### src/coin_changer_with_inventory_unit_macros.svh
// Assertion macros shared by the coin changer RTL.
`ifndef COIN_CHANGER_WITH_INVENTORY_UNIT_MACROS_SVH
`define COIN_CHANGER_WITH_INVENTORY_UNIT_MACROS_SVH

// Clocked check that is switched off while reset is high.
`define CCI_ASSERT(name, prop, msg) \
  name: assert property (@(posedge clk) disable iff (rst) prop) else $error(msg);

// Clocked check that also holds during reset.
`define CCI_ASSERT_ALWAYS(name, prop, msg) \
  name: assert property (@(posedge clk) prop) else $error(msg);

`endif

### src/cci_pkg.sv
// Package with the constants, codes, denomination table and shared types of the coin changer.
package cci_pkg;

  localparam int NUM_DENOMS  = 10;
  localparam int COUNT_WIDTH = 8;

  localparam int SLOT_W   = 4;
  localparam int IDX_W    = (NUM_DENOMS > 1) ? $clog2(NUM_DENOMS) : 1;
  localparam int QTY_W    = 8;
  localparam int K_W      = $clog2(QTY_W);
  localparam int CREDIT_W = 20;
  localparam int PRICE_W  = 20;
  localparam int DENOM_W  = 14;
  localparam int ACC_W    = 22;
  localparam int CAP_W    = (COUNT_WIDTH > QTY_W) ? COUNT_WIDTH : QTY_W;

  localparam logic [QTY_W-1:0]       QTY_MAX     = {QTY_W{1'b1}};
  localparam logic [COUNT_WIDTH-1:0] COUNT_MAX   = {COUNT_WIDTH{1'b1}};
  localparam logic [COUNT_WIDTH-1:0] COUNT_RESET = COUNT_WIDTH'(10);
  localparam logic [CREDIT_W:0]      CREDIT_MAX  = (CREDIT_W+1)'(1000000);
  localparam logic [CREDIT_W-1:0]    MIN_CHANGE  = CREDIT_W'(10);

  typedef enum logic [1:0] {
    OP_DEPOSIT = 2'd0,
    OP_BUY     = 2'd1,
    OP_CHANGE  = 2'd2,
    OP_QUERY   = 2'd3
  } op_t;

  typedef enum logic [2:0] {
    ST_OK        = 3'd0,
    ST_BAD_DENOM = 3'd1,
    ST_NO_FUNDS  = 3'd2,
    ST_NO_CHANGE = 3'd3,
    ST_FULL      = 3'd4
  } status_t;

  typedef struct packed {
    logic             hit;
    logic [QTY_W-1:0] q;
    logic [ACC_W-1:0] acc;
  } trial_t;

  // Value in grosze of each denomination slot; slots without a coin read as zero.
  function automatic logic [DENOM_W-1:0] denom_value(input logic [SLOT_W-1:0] slot);
    logic [DENOM_W-1:0] v;
    unique case (slot)
      4'd0:    v = DENOM_W'(10);
      4'd1:    v = DENOM_W'(20);
      4'd2:    v = DENOM_W'(50);
      4'd3:    v = DENOM_W'(100);
      4'd4:    v = DENOM_W'(200);
      4'd5:    v = DENOM_W'(500);
      4'd6:    v = DENOM_W'(1000);
      4'd7:    v = DENOM_W'(2000);
      4'd8:    v = DENOM_W'(5000);
      4'd9:    v = DENOM_W'(10000);
      default: v = '0;
    endcase
    return v;
  endfunction

endpackage

### src/cci_trial.sv
// Shared add and compare unit that tries one quantity bit of the greedy payout.
module cci_trial (
  input  logic [cci_pkg::ACC_W-1:0]    acc,
  input  logic [cci_pkg::QTY_W-1:0]    q,
  input  logic [cci_pkg::K_W-1:0]      k,
  input  logic [cci_pkg::DENOM_W-1:0]  d,
  input  logic [cci_pkg::QTY_W-1:0]    cap,
  input  logic [cci_pkg::CREDIT_W-1:0] target,
  output cci_pkg::trial_t              res
);
  import cci_pkg::*;

  logic [QTY_W-1:0] trial_q;
  logic [ACC_W-1:0] step;
  logic [ACC_W-1:0] sum;
  logic             hit;

  // A bit of the quantity is kept when it stays within the cap and the running
  // total of paid grosze does not pass the credit.
  always_comb begin
    trial_q = q | (QTY_W'(1) << k);
    step    = ACC_W'(d) << k;
    sum     = acc + step;
    hit     = (trial_q <= cap) && (sum <= ACC_W'(target));
    res.hit = hit;
    res.q   = hit ? trial_q : q;
    res.acc = hit ? sum : acc;
  end

endmodule

### src/coin_changer_with_inventory_unit.sv
// Top level of the coin changer: sequencer, credit, coin inventory and result register.
//
//   Channel   Handshake      Payload
//   command   start / busy   op, coin_index, price
//   result    strobe         status, coin_slot, coin_quantity, balance, last
//
// Deposit, buy and query give their single result word from the execute state.
// Change runs a search in which one shared add and compare unit settles one quantity
// bit per cycle, eight per denomination; then a walk over the slots sends the payout
// as one word per denomination used.
// Reset is synchronous and restores a zero credit and ten pieces of each denomination.
// Result words are never held back; the receiver must take each in its strobe cycle.
module coin_changer_with_inventory_unit (
  input  logic                          clk,
  input  logic                          rst,
  input  logic                          start,
  output logic                          busy,
  input  logic [1:0]                    op,
  input  logic [cci_pkg::SLOT_W-1:0]    coin_index,
  input  logic [cci_pkg::PRICE_W-1:0]   price,
  output logic                          strobe,
  output logic [2:0]                    status,
  output logic [cci_pkg::SLOT_W-1:0]    coin_slot,
  output logic [cci_pkg::QTY_W-1:0]     coin_quantity,
  output logic [cci_pkg::CREDIT_W-1:0]  balance,
  output logic                          last
);
  import cci_pkg::*;

  typedef enum logic [4:0] {
    S_IDLE   = 5'b00001,
    S_EXEC   = 5'b00010,
    S_SEARCH = 5'b00100,
    S_CHECK  = 5'b01000,
    S_EMIT   = 5'b10000
  } state_t;

  state_t                 state;
  op_t                    op_r;
  logic [SLOT_W-1:0]      idx_r;
  logic [PRICE_W-1:0]     price_r;
  logic [CREDIT_W-1:0]    credit;
  logic [CREDIT_W-1:0]    target;
  logic [COUNT_WIDTH-1:0] counts [NUM_DENOMS];
  logic [QTY_W-1:0]       take [NUM_DENOMS];
  logic [IDX_W-1:0]       walk_idx;
  logic [IDX_W-1:0]       low_idx;
  logic [K_W-1:0]         k;
  logic [QTY_W-1:0]       q;
  logic [ACC_W-1:0]       acc;
  logic                   any_take;

  logic [IDX_W-1:0]       rd_idx;
  logic [COUNT_WIDTH-1:0] count_rd;
  logic [DENOM_W-1:0]     dep_val;
  logic [DENOM_W-1:0]     walk_val;
  logic [CREDIT_W:0]      dep_sum;
  logic                   slot_ok;
  logic                   dep_full;
  logic [QTY_W-1:0]       cap;
  logic [QTY_W-1:0]       take_rd;
  trial_t                 trial;

  assign busy = (state != S_IDLE);

  always_comb begin
    rd_idx   = (state == S_EXEC) ? idx_r[IDX_W-1:0] : walk_idx;
    count_rd = counts[rd_idx];
    take_rd  = take[walk_idx];
    dep_val  = denom_value(idx_r);
    walk_val = denom_value(SLOT_W'(walk_idx));
    slot_ok  = ({1'b0, idx_r} < (SLOT_W+1)'(NUM_DENOMS)) && (dep_val != '0);
    dep_sum  = (CREDIT_W+1)'(credit) + (CREDIT_W+1)'(dep_val);
    dep_full = (dep_sum > CREDIT_MAX) || (count_rd == COUNT_MAX);
    if (walk_val == '0) begin
      cap = '0;
    end else if (CAP_W'(count_rd) > CAP_W'(QTY_MAX)) begin
      cap = QTY_MAX;
    end else begin
      cap = QTY_W'(CAP_W'(count_rd));
    end
  end

  cci_trial u_trial (
    .acc    (acc),
    .q      (q),
    .k      (k),
    .d      (walk_val),
    .cap    (cap),
    .target (target),
    .res    (trial)
  );

  always_ff @(posedge clk) begin
    if (rst) begin
      state  <= S_IDLE;
      strobe <= 1'b0;
      credit <= '0;
      for (int i = 0; i < NUM_DENOMS; i++) begin
        counts[i] <= COUNT_RESET;
      end
    end else begin
      unique case (state)
        S_IDLE: begin
          strobe <= 1'b0;
          if (start) begin
            op_r    <= op_t'(op);
            idx_r   <= coin_index;
            price_r <= price;
            state   <= S_EXEC;
          end
        end
        S_EXEC: begin
          last          <= 1'b1;
          coin_slot     <= '0;
          coin_quantity <= '0;
          unique case (op_r)
            OP_DEPOSIT: begin
              strobe <= 1'b1;
              state  <= S_IDLE;
              if (!slot_ok) begin
                status  <= ST_BAD_DENOM;
                balance <= credit;
              end else if (dep_full) begin
                status  <= ST_FULL;
                balance <= credit;
              end else begin
                status         <= ST_OK;
                credit         <= dep_sum[CREDIT_W-1:0];
                balance        <= dep_sum[CREDIT_W-1:0];
                counts[rd_idx] <= count_rd + COUNT_WIDTH'(1);
              end
            end
            OP_BUY: begin
              strobe <= 1'b1;
              state  <= S_IDLE;
              if (price_r > credit) begin
                status  <= ST_NO_FUNDS;
                balance <= credit;
              end else begin
                status  <= ST_OK;
                credit  <= credit - price_r;
                balance <= credit - price_r;
              end
            end
            OP_CHANGE: begin
              target <= credit;
              credit <= '0;
              if (credit < MIN_CHANGE) begin
                strobe  <= 1'b1;
                status  <= ST_NO_CHANGE;
                balance <= '0;
                state   <= S_IDLE;
              end else begin
                strobe   <= 1'b0;
                walk_idx <= IDX_W'(NUM_DENOMS - 1);
                k        <= K_W'(QTY_W - 1);
                acc      <= '0;
                q        <= '0;
                any_take <= 1'b0;
                state    <= S_SEARCH;
              end
            end
            OP_QUERY: begin
              strobe  <= 1'b1;
              state   <= S_IDLE;
              status  <= ST_OK;
              balance <= credit;
            end
          endcase
        end
        S_SEARCH: begin
          strobe <= 1'b0;
          acc    <= trial.acc;
          if (k == '0) begin
            take[walk_idx] <= trial.q;
            if (trial.q != '0) begin
              any_take <= 1'b1;
              low_idx  <= walk_idx;
            end
            q <= '0;
            k <= K_W'(QTY_W - 1);
            if (walk_idx == '0) begin
              state <= S_CHECK;
            end else begin
              walk_idx <= walk_idx - IDX_W'(1);
            end
          end else begin
            q <= trial.q;
            k <= k - K_W'(1);
          end
        end
        S_CHECK: begin
          if (!any_take || (acc != ACC_W'(target))) begin
            strobe        <= 1'b1;
            status        <= ST_NO_CHANGE;
            coin_slot     <= '0;
            coin_quantity <= '0;
            balance       <= '0;
            last          <= 1'b1;
            state         <= S_IDLE;
          end else begin
            strobe   <= 1'b0;
            walk_idx <= IDX_W'(NUM_DENOMS - 1);
            state    <= S_EMIT;
          end
        end
        S_EMIT: begin
          strobe <= (take_rd != '0);
          if (take_rd != '0) begin
            status           <= ST_OK;
            coin_slot        <= SLOT_W'(walk_idx);
            coin_quantity    <= take_rd;
            balance          <= '0;
            last             <= (walk_idx == low_idx);
            counts[walk_idx] <= count_rd - COUNT_WIDTH'(take_rd);
          end
          if (walk_idx == low_idx) begin
            state <= S_IDLE;
          end else begin
            walk_idx <= walk_idx - IDX_W'(1);
          end
        end
        default: begin
          strobe <= 1'b0;
          state  <= S_IDLE;
        end
      endcase
    end
  end

`include "coin_changer_with_inventory_unit_macros.svh"

  `CCI_ASSERT(a_more_words_keep_busy, strobe && !last |-> busy, "Non-final word without busy.")
  `CCI_ASSERT(a_accept_no_word, start && !busy |=> !strobe && busy, "Word right after accept.")
  `CCI_ASSERT(a_fail_single, strobe && (status != ST_OK) |-> last && (coin_quantity == '0), "Failure word not single.")
  `CCI_ASSERT(a_payout_zero_bal, strobe && (coin_quantity != '0) |-> (balance == '0) && (status == ST_OK), "Payout word with balance.")
  `CCI_ASSERT_ALWAYS(a_reset_quiet, rst |=> !strobe && !busy, "Activity after reset.")

endmodule
### config.mk
export PLATFORM = sky130hd
export DESIGN_NAME = coin_changer_with_inventory_unit
export DESIGN_NICKNAME = d
export VERILOG_FILES = /design/src/cci_pkg.sv /design/src/cci_trial.sv /design/src/coin_changer_with_inventory_unit.sv
export VERILOG_INCLUDE_DIRS = /design/src /design/src/src
export SDC_FILE = /design/constraint.sdc
export NUM_CORES = 1
export LEC_CHECK = 0
export BUFFER_PORTS_ARGS = -buffer_cell sky130_fd_sc_hd__buf_2
export CAP_MARGIN = 20
export CORE_MARGIN = 5
export CORE_UTILIZATION = 30
export CTS_BUF_LIST = sky130_fd_sc_hd__clkbuf_4
export DETAILED_ROUTE_END_ITERATION = 7
export GPL_TIMING_DRIVEN = 1
export PLACE_DENSITY = 0.41
export SKIP_LAST_GASP = 1
export SYNTH_ARGS = -nofsm -noshare
export SYNTH_HDL_FRONTEND = slang
export SYNTH_SLANG_ARGS = --single-unit
### constraint.sdc
create_clock -name clk -period 9.7 [get_ports clk]
set_clock_uncertainty 0.2 [all_clocks]
set_input_delay 0.485 -clock clk [delete_from_list [all_inputs] [get_ports clk]]
set_output_delay 0.485 -clock clk [all_outputs]
set_load 0.01 [all_outputs]
==> results.toml, run 1 <==
[cts]
insertion_delay_ns = 0.90
cts.sinks = 385
cts-buffers-inserted = 109
cts_tree = "yes"
htreeDepth = 3
clkTransAtPathRegs_ns = 0.07
post_cts_resized = 0
cts_root_buf = "clkbuf_4"
clockBufferDepth = 3

[critical_path]
path_cells = "mux2_2 > o21ai_0 > o22ai_1 > ha_1 > nand3_1 > o2111ai_1 > a31oi_1 > o311ai_0 > a21o_1 > a21oi_1 > xnor2_1 > ha_1 > nand4_1 > nor2_1 > nand2_1 > nor4b_1 > a2bb2oi_1 > nand2_1 > o21bai_1"
r2r_slack_ns = 2.74
crit_type = "reg -> reg"
endpoint_kind = "register"
r2r_start = "k[1]$_SDFFCE_PN1P_"
r2r_end = "take[4][1]$_DFFE_PP_"
crit_family = "compound AO/OA/AOI/OAI gates"
path_max_fanout = 19
start_kind = "register"
worst-path-buf-inv = 0
cp_data_required_time_ns = 10.06
cp_slowest_cell = "edfxtp_1"
reg2reg_depth = 19
crit_arrival_ns = 7.32
max_stage_delay_ns = 0.84

[synthesis]
synth_top_cell_by_area = "edfxtp_1"
ys_warn_count = 0
yosysTopAreaCellShare_pct = 45.4
synthDistinctLibCells = 104
synth_top_cells_by_count = "331 x edfxtp_1, 197 x nand2_1, 127 x nor2_1"
syn_area_per_cell_um2 = 11.0
yosysMostFrequentCell = "edfxtp_1"
netlist_area_mm2 = 0.0219
synth.area.top_cells = "edfxtp_1 45%, ha_1 6.2%, dfxtp_1 4.9%"
syn_inst = 1984
synth_edf_count = 331
ys.flop_type = "edfxtp_1"
async_flop_share_pct = 0
yosys_register_bits = 385
ys_seq_area_share_pct = 50.3
syn_nets = 2125

[global_route]
antenna_found_initial = 3
grt_pass1_wl_um = 105000
use_met3_pct = 3.13
grt_max_degree = 46
use_met2_pct = 27.6
grt_util_met1_pct = 24.5
grt-busiest-layer = "met2"
grt_pass1_vias = 16800
grt.total_usage_pct = 17.5
grt.overflow.total = 0

[power_and_ir_drop]
p_leak_nw = 9.45
p_int_w = 0.00266
seqPwrFrac_pct = 50.5
clock_power_share_pct = 41.2
switching_share_pct = 26.7
p_per_area_mw_per_mm2 = 145
peakVddDrop_v = 0.0000662
p_switching_w = 0.000967
p_comb_share_pct = 8.3

[placement]
gp_congestion = 0.849
dp_hpwl_um = 49400
place_area_mm2 = 0.0232
port_buffers = 66
dp_cells = 2945

[hold_path]
min_from = "price[14]"
whs_endpoint = "price_r[14]$_DFFE_PP_"
whs_path_depth = 2
hp-class = "in -> reg"

[sta]
rsz0062_at_grt = "false"
slew_violations = 0
final.period_utilization_pct = 71.7
slew_headroom_pct = 26.8
worst_pin_slew_ns = 1.07
tns_ns = 0
period_needed_ns = 6.96
fmax_ghz = 0.144
final_hold_viol_count = 0
finalSetupViolCount = 0

[layout]
fill_cells = 7364
final_nets = 2280
drive_above_1_share_pct = 16.5
area_growth_pct = 14.3
finalInstanceArea_mm2 = 0.0250
final_util_pct = 34.4
finalNonFillerCells = 3195

[die]
initial_core_util_pct = 30.1
core_area_mm2 = 0.0727
die_h_um = 280
dieArea_mm2 = 0.0785
die_w_um = 280
io_pins = 67
rows = 99

[routing]
routed_wl_um = 70000
vias = 16700
ant_nets = 0
vias_per_cell = 5.23
drtIter0Drc = 1198
drtPass1Iterations = 5
drc = 0
avgRoutedWirePerCell_um = 21.9

[status]
status = "complete, no violations"

[job]
cap_viol_max_count = 0
==> routing by layer <==
metal | up-vias | share of wire [%]
met1 | 8318 | 47
met3 | 121 | 5.2
met2 | 468 | 45
li1 | 7810 | -
met5 | - | 0.019
met4 | 2 | 2.6
==> flip-flops by register name, indices dropped and copies added (netlist names), 5 cells and up, named ones only <==
name	count
coin_quantity	8
take	80
walk_val	12
acc	21
credit	20
dep_val	12
counts	128
state	5
target	20
q	8
price_r	20
balance	20
==> cell type report <==
| cell class | instances | area, um2 | share of cell area [%] |
|---|---|---|---|
| Timing Repair Buffer | 138 | 971 | 3.88 |
| Clock inverter | 54 | 239 | 0.955 |
| Tap cell | 959 | 1200 | 4.80 |
| Inverter | 106 | 398 | 1.59 |
| Antenna cell | 1 | 2.50 | 0.0100 |
| Sequential cell | 385 | 11000 | 44.1 |
| Clock buffer | 153 | 1150 | 4.59 |
| Multi-Input combinational cell | 1399 | 10000 | 40.1 |
==> worst reg2reg max path, stage by stage (launching register included) <==
cell,delay [ns]
edfxtp_1,0.84
mux2_2,0.43
o21ai_0,0.27
o22ai_1,0.16
ha_1,0.45
nand3_1,0.13
o2111ai_1,0.30
a31oi_1,0.18
o311ai_0,0.57
a21o_1,0.21
a21oi_1,0.11
xnor2_1,0.17
ha_1,0.33
nand4_1,0.10
nor2_1,0.13
nand2_1,0.07
nor4b_1,0.30
a2bb2oi_1,0.34
nand2_1,0.54
o21bai_1,0.81
==> stage by stage <==
| step | hold WS (ns) | power (W) | worst slack [ns] |
|---|---|---|---|
| 5_1_grt | 0.0722 | 0.00381 | 2.34 |
| 4_1_cts | 0.000979 | 0.00369 | 2.80 |
| 3_5_place_dp | 0.408 | 0.00215 | 2.84 |
| 6_report | 0.129 | 0.00363 | 2.74 |
| 2_1_floorplan | 0.232 | 0.00206 | 3.00 |
| 3_3_place_gp | 0.396 | 0.00215 | 3.13 |
==> cells by family (layout without fill, tap and decap cells) <==
logic type / count (synthesis) / count (layout) / share of synthesized area (%)
simple gates: 643 / 643 / 14.8
compound gates: 462 / 462 / 14.9
flops: 385 / 385 / 50.3
buf+inv: 200 / 451 / 3.90
fa+ha+maj: 112 / 112 / 6.54
mux: 98 / 98 / 6.20
xor+xnor: 84 / 84 / 3.36
other cells: 0 / 1 / 0
==> power groups by stage <==
stage          Clock, W  Combinational, W  Sequential, W
2_1_floorplan         0          0.000205        0.00186
3_3_place_gp          0          0.000287        0.00187
3_5_place_dp          0          0.000287        0.00187
4_1_cts         0.00156          0.000301        0.00183
5_1_grt         0.00165          0.000329        0.00183
6_report        0.00150          0.000300        0.00183
==> worst max path at each step <==
| stage | cells after the start | slack [ns] | end | from |
|---|---|---|---|---|
| 6_report | 19 | 2.74 | take[4][1]$_DFFE_PP_ | k[1]$_SDFFCE_PN1P_ |
| 5_1_grt | 19 | 2.34 | take[5][1]$_DFFE_PP_ | k[1]$_SDFFCE_PN1P_ |
| 4_1_cts | 19 | 2.80 | take[4][1]$_DFFE_PP_ | k[1]$_SDFFCE_PN1P_ |
| 3_5_place_dp | 19 | 2.84 | take[0][1]$_DFFE_PP_ | k[1]$_SDFFCE_PN1P_ |
| 3_3_place_gp | 22 | 3.13 | take[0][6]$_DFFE_PP_ | k[0]$_SDFFCE_PN1P_ |
| 2_1_floorplan | 24 | 3.00 | acc[10]$_SDFFCE_PN0P_ | k[1]$_SDFFCE_PN1P_ |
==> layout by cell type (no fill, tap or decap), drive strengths merged, types with 52 or more instances in the layout <==
master / synthesis / layout
dfxtp: 54 / 54
buf: 36 / 97
ha: 108 / 108
edfxtp: 331 / 331
nor2: 128 / 128
o21ai: 89 / 89
a21oi: 103 / 103
mux2i: 52 / 52
nand2: 200 / 200
clkbuf: 58 / 153
inv: 105 / 111
==> timing repair <==
item	CTS	global route
setup buffers	0	0
hold buffers	41	0
endpoints found under the hold margin	48	0
Note: power is estimated with default switching activity, not from simulation.
==> run 2: changes to the inputs <==
--- a/config.mk
+++ b/config.mk
@@ -6,6 +6,7 @@
 export SDC_FILE = /design/constraint.sdc
 export NUM_CORES = 1
 export LEC_CHECK = 0
+export ABC_AREA = 1
 export BUFFER_PORTS_ARGS = -buffer_cell sky130_fd_sc_hd__buf_2
 export CAP_MARGIN = 20
 export CORE_MARGIN = 5
@@ -13,7 +14,7 @@
 export CTS_BUF_LIST = sky130_fd_sc_hd__clkbuf_4
 export DETAILED_ROUTE_END_ITERATION = 7
 export GPL_TIMING_DRIVEN = 1
-export PLACE_DENSITY = 0.41
+export PLACE_DENSITY = 0.43
 export SKIP_LAST_GASP = 1
 export SYNTH_ARGS = -nofsm -noshare
 export SYNTH_HDL_FRONTEND = slang
==> constraint.sdc (replaced) <==
create_clock -name clk -period 5.9 [get_ports clk]
set_clock_uncertainty 0.2 [all_clocks]
set_input_delay 0.295 -clock clk [delete_from_list [all_inputs] [get_ports clk]]
set_output_delay 0.295 -clock clk [all_outputs]
set_load 0.01 [all_outputs]
==> run 2 against run 1 <==
  * Synthesized cell count up 29%
  * Combinational power up 80%
  * Fmax up 29%
  * Cell count up 20%
  * Clock-buffer cell count up 23
  * Worst setup slack worse by 2.2 ns
  * Critical endpoint is now counts[3][7]$_SDFFCE_PN0P_
  * Utilization up 0.97 points
  * Die area up 1.5%
  * Largest power group unchanged
  * Register-to-register slack worse by 2.2 ns
  * Non-clock buffer count up 35
  * Worst hold slack better by 0.20 ns
==> results.toml, run 2 <==
[status]
status = "complete, no violations"

[power_and_ir_drop]
totalPowerFinal_w = 0.00614
peakVddDrop_v = 0.000134
p_leak_nw = 11.0
p_per_area_mw_per_mm2 = 237

[layout]
final_nets = 2912
largest_reg_flops = 128
area_growth_pct = 16.4
largest_register = "counts"
drive_above_1_share_pct = 13.2
layout_commonest_cell = "nand2_1"
final_cell_mix = "515 x nand2_1, 374 x inv_1, 331 x edfxtp_1"
final_util_pct = 35.4
top_regs = "counts: 128 flops, take: 80 flops, acc: 21 flops"

[sta]
final.period_utilization_pct = 91.2
slew_violations = 0
period_needed_ns = 5.38
hold_slack_ns = 0.327
worst_pin_slew_ns = 1.08
fmax_ghz = 0.186
finalSetupViolCount = 0
tns_ns = 0
rsz0062_at_grt = "true"
slew_headroom_pct = 27.6
final_hold_viol_count = 0

[synthesis]
yosys_register_bits = 385
synthSimpleGateAreaFrac_pct = 20.8
synth_top_family_by_area = "simple AND/OR/NAND/NOR gates"
yosysTopAreaCellShare_pct = 44.7
synthAdderAreaFrac_pct = 6.43
synth_top_cell_by_area = "edfxtp_1"
synth_top_cells_by_count = "516 x nand2_1, 374 x inv_1, 331 x edfxtp_1"
yosysMostFrequentCell = "nand2_1"
ys_seq_area_share_pct = 49.5
synth.area.top_cells = "edfxtp_1 45%, nand2_1 8.7%, inv_1 6.3%"
ys_warn_count = 0
synthMuxAreaShare_pct = 0.405
netlist_area_mm2 = 0.0222
synth_compound_area_share_pct = 11.5
ys.flop_type = "edfxtp_1"
synthDistinctLibCells = 52
synth_edf_count = 331
syn_inst = 2568
syn_area_per_cell_um2 = 8.66
syn_nets = 2709
async_flop_share_pct = 0
synth-xor-area-share_pct = 2.83

[routing]
drc = 0
vias = 18500
drtIter0Drc = 1349
ant_nets = 0
drtPass1Iterations = 5
routed_wl_um = 68200
avgRoutedWirePerCell_um = 17.8
vias_per_cell = 4.83

[die]
rows = 99
dieArea_mm2 = 0.0797
io_pins = 67
die_w_um = 282
initial_core_util_pct = 30.4
die_h_um = 282
core_area_mm2 = 0.0732

[global_route]
use_met2_pct = 27.0
antenna_found_initial = 1
grt_max_degree = 41
use_met3_pct = 3.02
grt_pass1_vias = 18100
grt_util_met1_pct = 23.5
grt-busiest-layer = "met2"
grt.total_usage_pct = 16.9
grt.overflow.total = 0
grt_pass1_wl_um = 105000

[critical_path]
max_stage_delay_ns = 0.43
cp_slowest_cell = "nand2_2"
path_max_fanout = 31
cp_data_required_time_ns = 6.40
start_kind = "register"
crit_arrival_ns = 5.88
endpoint_kind = "register"
crit_top_cell = "nand2_1"
crit_type = "reg -> reg"

[cts]
insertion_delay_ns = 0.89
htreeDepth = 3
cts_tree = "yes"
cts-buffers-inserted = 111
clockBufferDepth = 3
cts_root_buf = "clkbuf_4"
cts.sinks = 385
clkTransAtPathRegs_ns = 0.07

[hold_path]
hp-class = "in -> reg"

[job]
cap_viol_max_count = 0

[placement]
dp_hpwl_um = 49200
gp_congestion = 0.836
port_buffers = 66
-- run 2: cell count changes in the layout (fill, tap and decap cells not counted), sizes merged, moves of 28 or more --
| cell | previous run | this run |
|---|---|---|
| nand2b | 33 | 0 |
| o21ai | 89 | 163 |
| nor2b | 40 | 0 |
| a21o | 32 | 3 |
| and2 | 49 | 5 |
| o211ai | 17 | 90 |
| mux4 | 28 | 0 |
| nand2 | 200 | 533 |
| nor2 | 128 | 291 |
| mux2i | 52 | 9 |
| nand3 | 51 | 182 |
| inv | 111 | 391 |
-- run 2: metrics by stage --
step / cell area [um2] / instances / setup slack [ns]
final: 25900 / 3826 / 0.517
after global routing: 25900 / 3826 / -0.0367
after CTS: 25900 / 3825 / 0.425
after detailed placement: 23900 / 3562 / 0.466
after global placement: 23800 / 3561 / 0.635
after floorplan: 22200 / 2568 / 0.632
-- run 2: final cells by class --
| class | count | area (um2) |
|---|---|---|
| flip-flops and latches | 385 | 11000 |
| multi-input cells | 1705 | 9420 |
| repair buffers | 173 | 1300 |
| clock buffers | 176 | 1320 |
| well taps | 959 | 1200 |
| inverters | 395 | 1480 |
| clock inverters | 32 | 159 |
| diodes | 1 | 2.50 |
| fillers | 7560 | 47300 |
-- run 2: per-layer routing --
layer,up-vias,wire [um]
met4,0,1870
met2,437,30700
met3,133,3120
met1,8757,32500
li1,9139,-
met5,-,0
-- run 2: final timing paths --
| check | slack (ns) | to | startpoint | depth (start not counted) |
|---|---|---|---|---|
| setup / recovery | 0.52 | counts[3][7]$_SDFFCE_PN0P_ | state[2]$_SDFFE_PP0P_ | 27 |
| hold / removal | 0.33 | state[1]$_SDFFE_PP0P_ | start | 4 |
| setup reg to reg | 0.52 | counts[3][7]$_SDFFCE_PN0P_ | state[2]$_SDFFE_PP0P_ | 27 |
| hold reg to reg | 0.38 | target[0]$_DFFE_PP_ | credit[0]$_SDFFE_PP0P_ | 0 |
-- run 2: kinds of logic after synthesis --
family	count (synthesis)
muxes	9
buffers and inverters	478
xor gates and xnor gates	72
DFF	385
AOI/OAI and AO/OA	424
and+or+nand+nor	1088
adders and majority gates	112
-- run 2: power breakdown --
part | total [W] | leakage [nW] | internal [W] | switching, W
logic | 0.000539 | 6.46 | 0.000189 | 0.000349
clock network | 0.00259 | 0.886 | 0.00139 | 0.00120
registers | 0.00301 | 3.62 | 0.00298 | 0.0000284
-- run 2: what timing repair did --
item                                    CTS  global route
hold buffers                             55             0
buffers inserted                          0             0
endpoints found under the setup margin    0             4
hold endpoints to repair                 62             0
resized for setup                         0             1
-- run 2: critical path, delay by kind of cell (launching register included) --
family	cells	cell delay, ns
compound gates	5	1.00
xor+xnor	1	0.18
fa+ha+maj	1	0.34
buf+inv	5	1.03
flops	1	0.35
simple gates	15	2.06
